## src/hw/rtl/fsts_pkg.sv

```systemverilog
// Shared types, codes, constants and the nice-to-weight table for the fair-share scheduler.
`timescale 1ns / 1ps

package fsts_pkg;

   localparam logic [2:0] CMD_ENQUEUE = 3'd0;
   localparam logic [2:0] CMD_ACCOUNT = 3'd1;
   localparam logic [2:0] CMD_SLICE   = 3'd2;
   localparam logic [2:0] CMD_PICK    = 3'd3;
   localparam logic [2:0] CMD_BALANCE = 3'd4;

   localparam logic [2:0] ST_OK       = 3'd0;
   localparam logic [2:0] ST_FULL     = 3'd1;
   localparam logic [2:0] ST_BAD_TASK = 3'd2;
   localparam logic [2:0] ST_BAD_CORE = 3'd3;
   localparam logic [2:0] ST_NO_TASK  = 3'd4;

   localparam int DIV_DVD_W = 42;
   localparam int DIV_DSR_W = 32;
   localparam int DIV_CNT_W = 6;

   localparam logic [63:0] MIN_SLICE   = 64'd1000000;
   localparam logic [63:0] TARGET_SPAN = 64'd6000000;

   localparam logic [16:0] WEIGHT_TABLE [40] = '{
      17'd88761, 17'd71755, 17'd56483, 17'd46273, 17'd36291,
      17'd29154, 17'd23254, 17'd18705, 17'd14949, 17'd11916,
      17'd9548,  17'd7620,  17'd6100,  17'd4904,  17'd3906,
      17'd3121,  17'd2501,  17'd1991,  17'd1586,  17'd1277,
      17'd1024,  17'd820,   17'd655,   17'd526,   17'd423,
      17'd335,   17'd272,   17'd215,   17'd172,   17'd137,
      17'd110,   17'd87,    17'd70,    17'd56,    17'd45,
      17'd36,    17'd29,    17'd23,    17'd18,    17'd15
   };

   typedef enum logic [4:0] {
      UOP_NONE,
      UOP_LOAD,
      UOP_SCAN_INIT,
      UOP_SCAN,
      UOP_TAKE_LOW,
      UOP_READ_LEFT,
      UOP_ENQ_WRITE,
      UOP_READ_TASK,
      UOP_DIV_ACC,
      UOP_ACC_WRITE,
      UOP_SLICE_MUL,
      UOP_SLICE_SPAN,
      UOP_DIV_SLICE,
      UOP_SLICE_DONE,
      UOP_PICK,
      UOP_BALANCE,
      UOP_FAIL_FULL,
      UOP_FAIL_TASK,
      UOP_FAIL_CORE,
      UOP_FAIL_EMPTY,
      UOP_EMIT
   } uop_type;

   typedef struct packed {
      uop_type uop;
   } ctrl_cmd_type;

   typedef struct packed {
      logic [2:0] op;
      logic       full;
      logic       bad_core;
      logic       bad_task;
      logic       no_task;
      logic       scan_last;
      logic       slice_empty;
      logic       div_done;
      logic       out_free;
   } dp_status_type;

   function automatic logic [16:0] nice_weight(input logic [5:0] nice);
      logic signed [6:0] wi;
      logic [5:0]        ix;
      begin
         wi = $signed({nice[5], nice}) + 7'sd20;
         if (wi < 7'sd0) begin
            ix = 6'd0;
         end else if (wi > 7'sd39) begin
            ix = 6'd39;
         end else begin
            ix = wi[5:0];
         end
         return WEIGHT_TABLE[ix];
      end
   endfunction

endpackage

```

## src/hw/rtl/fsts_ctrl.sv

```systemverilog
// Controller state machine that sequences each scheduler command through the datapath.
`timescale 1ns / 1ps

module fsts_ctrl (
   input  logic                    clock,
   input  logic                    reset,
   input  logic                    req_valid,
   output logic                    req_stall,
   input  fsts_pkg::dp_status_type status,
   output fsts_pkg::ctrl_cmd_type  cmd
);
   import fsts_pkg::*;

   typedef enum logic [4:0] {
      S_IDLE,
      S_DISPATCH,
      S_SCAN_INIT,
      S_SCAN,
      S_TAKE_LOW,
      S_ENQ_READ,
      S_ENQ_WRITE,
      S_TASK_READ,
      S_ACC_DIV,
      S_DIV_WAIT,
      S_ACC_WRITE,
      S_SLICE_MUL,
      S_SLICE_CHECK,
      S_SLICE_SPAN,
      S_SLICE_DIV,
      S_SLICE_DONE,
      S_PICK,
      S_BALANCE,
      S_FAIL_FULL,
      S_FAIL_TASK,
      S_FAIL_CORE,
      S_FAIL_EMPTY,
      S_FINISH
   } state_type;

   state_type state_ff;
   state_type state_in;
   logic      busy_ff;

   always_comb begin
      state_in = state_ff;
      unique case (state_ff)
         S_IDLE: begin
            if (req_valid) state_in = S_DISPATCH;
         end
         S_DISPATCH: begin
            priority case (status.op)
               CMD_ENQUEUE: begin
                  if (status.full) state_in = S_FAIL_FULL;
                  else if (status.bad_core) state_in = S_SCAN_INIT;
                  else state_in = S_ENQ_READ;
               end
               CMD_ACCOUNT, CMD_SLICE: begin
                  state_in = status.bad_task ? S_FAIL_TASK : S_TASK_READ;
               end
               CMD_PICK: begin
                  if (status.bad_core) state_in = S_FAIL_CORE;
                  else if (status.no_task) state_in = S_FAIL_EMPTY;
                  else state_in = S_PICK;
               end
               CMD_BALANCE: state_in = S_SCAN_INIT;
               default: state_in = S_FINISH;
            endcase
         end
         S_SCAN_INIT: state_in = S_SCAN;
         S_SCAN: begin
            if (status.scan_last) begin
               state_in = (status.op == CMD_ENQUEUE) ? S_TAKE_LOW : S_BALANCE;
            end
         end
         S_TAKE_LOW:  state_in = S_ENQ_READ;
         S_ENQ_READ:  state_in = S_ENQ_WRITE;
         S_TASK_READ: state_in = (status.op == CMD_ACCOUNT) ? S_ACC_DIV : S_SLICE_MUL;
         S_ACC_DIV:   state_in = S_DIV_WAIT;
         S_DIV_WAIT: begin
            if (status.div_done) begin
               state_in = (status.op == CMD_ACCOUNT) ? S_ACC_WRITE : S_SLICE_DONE;
            end
         end
         S_SLICE_MUL:   state_in = S_SLICE_CHECK;
         S_SLICE_CHECK: state_in = status.slice_empty ? S_SLICE_SPAN : S_SLICE_DIV;
         S_SLICE_DIV:   state_in = S_DIV_WAIT;
         S_ENQ_WRITE, S_ACC_WRITE, S_SLICE_SPAN, S_SLICE_DONE, S_PICK, S_BALANCE,
         S_FAIL_FULL, S_FAIL_TASK, S_FAIL_CORE, S_FAIL_EMPTY: state_in = S_FINISH;
         S_FINISH: begin
            if (status.out_free) state_in = S_IDLE;
         end
         default: state_in = S_IDLE;
      endcase
   end

   always_comb begin
      cmd.uop = UOP_NONE;
      unique case (state_ff)
         S_IDLE:        cmd.uop = req_valid ? UOP_LOAD : UOP_NONE;
         S_SCAN_INIT:   cmd.uop = UOP_SCAN_INIT;
         S_SCAN:        cmd.uop = UOP_SCAN;
         S_TAKE_LOW:    cmd.uop = UOP_TAKE_LOW;
         S_ENQ_READ:    cmd.uop = UOP_READ_LEFT;
         S_ENQ_WRITE:   cmd.uop = UOP_ENQ_WRITE;
         S_TASK_READ:   cmd.uop = UOP_READ_TASK;
         S_ACC_DIV:     cmd.uop = UOP_DIV_ACC;
         S_ACC_WRITE:   cmd.uop = UOP_ACC_WRITE;
         S_SLICE_MUL:   cmd.uop = UOP_SLICE_MUL;
         S_SLICE_SPAN:  cmd.uop = UOP_SLICE_SPAN;
         S_SLICE_DIV:   cmd.uop = UOP_DIV_SLICE;
         S_SLICE_DONE:  cmd.uop = UOP_SLICE_DONE;
         S_PICK:        cmd.uop = UOP_PICK;
         S_BALANCE:     cmd.uop = UOP_BALANCE;
         S_FAIL_FULL:   cmd.uop = UOP_FAIL_FULL;
         S_FAIL_TASK:   cmd.uop = UOP_FAIL_TASK;
         S_FAIL_CORE:   cmd.uop = UOP_FAIL_CORE;
         S_FAIL_EMPTY:  cmd.uop = UOP_FAIL_EMPTY;
         S_FINISH:      cmd.uop = status.out_free ? UOP_EMIT : UOP_NONE;
         S_DISPATCH, S_DIV_WAIT, S_SLICE_CHECK: cmd.uop = UOP_NONE;
         default:       cmd.uop = UOP_NONE;
      endcase
   end

   always_ff @(posedge clock) begin
      if (reset) begin
         state_ff <= S_IDLE;
         busy_ff  <= 1'b0;
      end else begin
         state_ff <= state_in;
         busy_ff  <= (state_in != S_IDLE);
      end
   end

   assign req_stall = busy_ff;

endmodule

```

## config.mk

```make
export PLATFORM = sky130hd
export DESIGN_NAME = fsts_ctrl
export DESIGN_NICKNAME = d
export VERILOG_FILES = /design/src/hw/rtl/fsts_pkg.sv /design/src/hw/rtl/fsts_ctrl.sv
export SDC_FILE = /design/constraint.sdc
export NUM_CORES = 1
export LEC_CHECK = 0
export ABC_AREA = 1
export BUFFER_PORTS_ARGS = -buffer_cell sky130_fd_sc_hd__buf_4
export CORE_MARGIN = 4
export CORE_UTILIZATION = 52
export DETAILED_ROUTE_END_ITERATION = 8
export GPL_TIMING_DRIVEN = 0
export PLACE_DENSITY = 0.76
export SLEW_MARGIN = 20
export SYNTH_ARGS = -nofsm -noshare
export SYNTH_HDL_FRONTEND = slang
export SYNTH_SLANG_ARGS = --single-unit
```

## constraint.sdc

```tcl
create_clock -name clock -period 1.73 [get_ports clock]
set_input_delay 0.0865 -clock clock [delete_from_list [all_inputs] [get_ports clock]]
set_output_delay 0.0865 -clock clock [all_outputs]
set_load 0.02 [all_outputs]
```

==> Implementation_results.wiki <==
{| class="wikitable"
! Metric !! Value
|-
| Status || completed
|-
| Core footprint || 1510 µm²
|-
| Number of DRC violations after detailed routing || 0
|-
| Portion of netlist area occupied by mux cells || 0%
|-
| Max_cap viols || 0
|-
| Worst slack after detailed placement || 0.101 ns
|-
| Register bit count reported by yosys || 6
|-
| Layout cells sized above 1 || 23.8%
|-
| Wire length after detailed routing || 2440 µm
|-
| Delay of the slowest cell on the worst path || 0.32 ns
|-
| Simple-gate share of the synthesized area || 66.4%
|-
| Worst Skew || 0.00504 ns
|-
| Leakage power total || 0.643 nW
|-
| Number of instances on the worst hold path || 2
|-
| Initial standard-cell utilization of the core || 54.9%
|-
| Via count || 1117
|-
| Initial DRT Pass Iterations || 4
|-
| Clock tree from TritonCTS || done
|-
| R2r startpoint || state_ff[4]
|-
| Transition time of the tightest slew-check pin || 0.284 ns
|-
| Drt wl/cell || 11.7 µm
|-
| Root Driver || sky130_fd_sc_hd__clkbuf_4
|-
| Slowest stage cell, crit path || sky130_fd_sc_hd__dfxtp_1
|-
| Pin count of the biggest net entering global routing || 11
|-
| Max-slew headroom at the worst pin || 80.9%
|-
| Adder-cell area share of the yosys netlist || 0%
|-
| Final setup violation count || 0
|-
| Top cell family by delay on the critical path || simple AND/OR/NAND/NOR gates
|-
| Main combinational cell family by area after synthesis || simple AND/OR/NAND/NOR gates
|-
| Startpoint kind of the worst setup timing path || flop
|-
| Final weighted congestion in routability-driven placement || 0.898
|-
| Maximum net fanout on the critical path || 10
|-
| Hold path start || reset
|-
| Worst VDD drop || 0.929 mV
|-
| Leading cell type in the layout, fill and taps excluded || sky130_fd_sc_hd__nand2_1
|-
| Die outline area || 2290 µm²
|-
| Power Dens Cells || 1220 nW/µm²
|-
| Clk sink count || 6
|-
| Hold bufs inserted after CTS || 0
|-
| Final-stage net count || 209
|-
| Clk pin slew, worst setup/hold paths || 0.05 ns
|-
| Post-synthesis area per instance || 4.86 µm²
|-
| Pins Over Slew Limit || 0
|-
| Die Span X || 47.9 µm
|-
| Worst Path Arrival || 1.74 ns
|-
| Complex-gate fraction of the synthesized area || 5.75%
|-
| Worst Setup End Kind || flop
|-
| End of the worst register-to-register path || req_stall
|-
| H-tree depth reported by CTS || 1
|-
| Required time of the critical path || 1.87 ns
|-
| Top-level I/O count || 20
|-
| Clock Tree Buf Depth || 2
|-
| Number of clock buffers inserted by TritonCTS || 3
|-
| Final HPWL from detailed placement || 1990 µm
|-
| Total routing resource utilization after global routing || 23.6%
|-
| RSZ-0062 raised after global routing || yes
|-
| Buf+Inv Stages, Crit Path || 3
|-
| Critical-path cell list || buf_6 -> inv_2 -> buf_6 -> nand2_1 -> nor2_1 -> nor2_2 -> nand3_1 -> nor2_2 -> nand3_1 -> nor2_1 -> nor2_1
|-
| Number of antenna violations at the first check in global routing || 0
|-
| # placed instances || 205
|-
| Number of antenna-violating nets in the routed design || 0
|-
| Min-delay worst type || primary input to flop
|-
| Net Count, Synth || 184
|-
| Least setup slack across all paths after layout || 0.121 ns
|-
| Clock latency at the later pin of the worst-skew pair || 0.24 ns
|-
| Vias in the first global route || 980
|-
| Peak Freq || 622 MHz
|-
| Netlist cell types || 17
|-
| Vias per std cell || 5.34
|-
| Synth-to-Final Area Change || 30.1%
|-
| Die extent in y || 47.9 µm
|-
| Global-route wire length before repair || 3820 µm
|-
| Xor/xnor share of the synthesized area || 0%
|-
| Hold slack || 0.0329 ns
|-
| ANT cells || 0
|-
| Most used cells in the layout excluding fill and tap cells || 50 x sky130_fd_sc_hd__nand2_1, 34 x sky130_fd_sc_hd__nor2_1, 28 x sky130_fd_sc_hd__nand3_1
|-
| Worst R2R Setup Slack || 0.12 ns
|-
| Number of hold violations in the final report || 0
|-
| Period utilization || 93.0%
|-
| Sequential element share of the synthesized area || 14.5%
|-
| Worst R2R Path Depth || 11
|-
| Number of inserted filler cells in the final layout || 158
|-
| Cell area after synthesis || 827 µm²
|-
| GRT overflow || 0
|-
| Shortest clock period the worst path allows after layout || 1.61 ns
|-
| Final core utilization || 71.4%
|-
| Total Power || 1.31 mW
|-
| Endpoint of the worst hold-timing path || state_ff[3]
|-
| Total of warnings raised by yosys || 0
|-
| Critical Path Most Common Cell || sky130_fd_sc_hd__nor2_1
|-
| Worst Path Class, Setup || flop to flop
|-
| Initial drt markers || 29
|-
| Gate Count Post-Synth || 170
|-
| Count of input and output buffers || 19
|-
| Number of placement rows || 14
|-
| Count of non-filler cells in the finished layout || 209
|}
-- kinds of logic (layout without fill, tap and decap cells) --
group | after synthesis | after routing
flops | 6 | 6
simple gates | 130 | 130
compound gates | 8 | 8
buf+inv | 26 | 49
-- cell type report --
class                      count  area (µm²)  share of cell area, %
timing repair buffer          20         150                   14.0
tap                           16        20.0                   1.86
inverter                      23        86.3                   8.02
multi-input combinational    138         642                   59.7
sequential                     6         125                   11.6
clock buffer                   3        22.5                   2.09
buffer                         3        30.0                   2.79
-- power by group --
part | total (mW) | switching [mW] | internal (mW)
sequential | 0.230 | 0.0427 | 0.188
combinational | 0.956 | 0.593 | 0.363
clock | 0.127 | 0.0488 | 0.0783
-- what timing repair did --
| item | in CTS | in global routing |
|---|---|---|
| setup buffers | 0 | 1 |
| resized for setup | 0 | 18 |
| setup endpoints to repair | 0 | 4 |
-- worst max path at each step --
stage	startpoint	endpoint	slack, ns	cells after the start
global placement	state_ff[4]	req_stall	0.12	11
detailed placement	state_ff[4]	req_stall	0.10	11
CTS	state_ff[1]	cmd[0]	0.01	8
finish	state_ff[4]	req_stall	0.12	11
global route	state_ff[1]	req_stall	-0.003	12
floorplan	state_ff[4]	req_stall	0.36	11
-- metal layers --
layer  share of wire (%)  GRT usage, %  routed length [µm]  up-vias
met5                   0             0                   0        -
met2                  49          41.4                1200       46
met3                 6.6          6.39                 161        6
met4                 2.1          9.68                  50        0
li1                    -             -                   -      584
met1                  42          26.7                1020      481
-- sequential cells by signal, indices dropped and copies added, names as in the netlist --
signal	count
state_ff	5
req_stall	1
-- synth_stat cells --
master                      instances  area share, %
sky130_fd_sc_hd__nor3_1             3            1.8
sky130_fd_sc_hd__o221ai_1           1            1.1
sky130_fd_sc_hd__nand3_1           28             17
sky130_fd_sc_hd__o21ai_1            1           0.60
sky130_fd_sc_hd__buf_4              1           0.91
sky130_fd_sc_hd__o21ai_0            2            1.2
sky130_fd_sc_hd__nor2_2             6            4.5
sky130_fd_sc_hd__o2111ai_1          1            1.1
sky130_fd_sc_hd__a21oi_1            3            1.8
sky130_fd_sc_hd__buf_6              1            1.4
sky130_fd_sc_hd__buf_2              1           0.60
sky130_fd_sc_hd__nor2_1            38             17
sky130_fd_sc_hd__nand4_1            3            2.3
sky130_fd_sc_hd__inv_1             19            8.6
sky130_fd_sc_hd__nand2_1           52             24
sky130_fd_sc_hd__inv_2              4            1.8
sky130_fd_sc_hd__dfxtp_1            6             15
-- through the flow --
stage	instance area (µm²)	TNS (ns)
floorplan	827	0
global placement	990	0
detailed placement	990	0
CTS	1010	0
global route	1080	-0.00493
finish	1080	0
No activity file was read; power rests on OpenSTA's default activity.
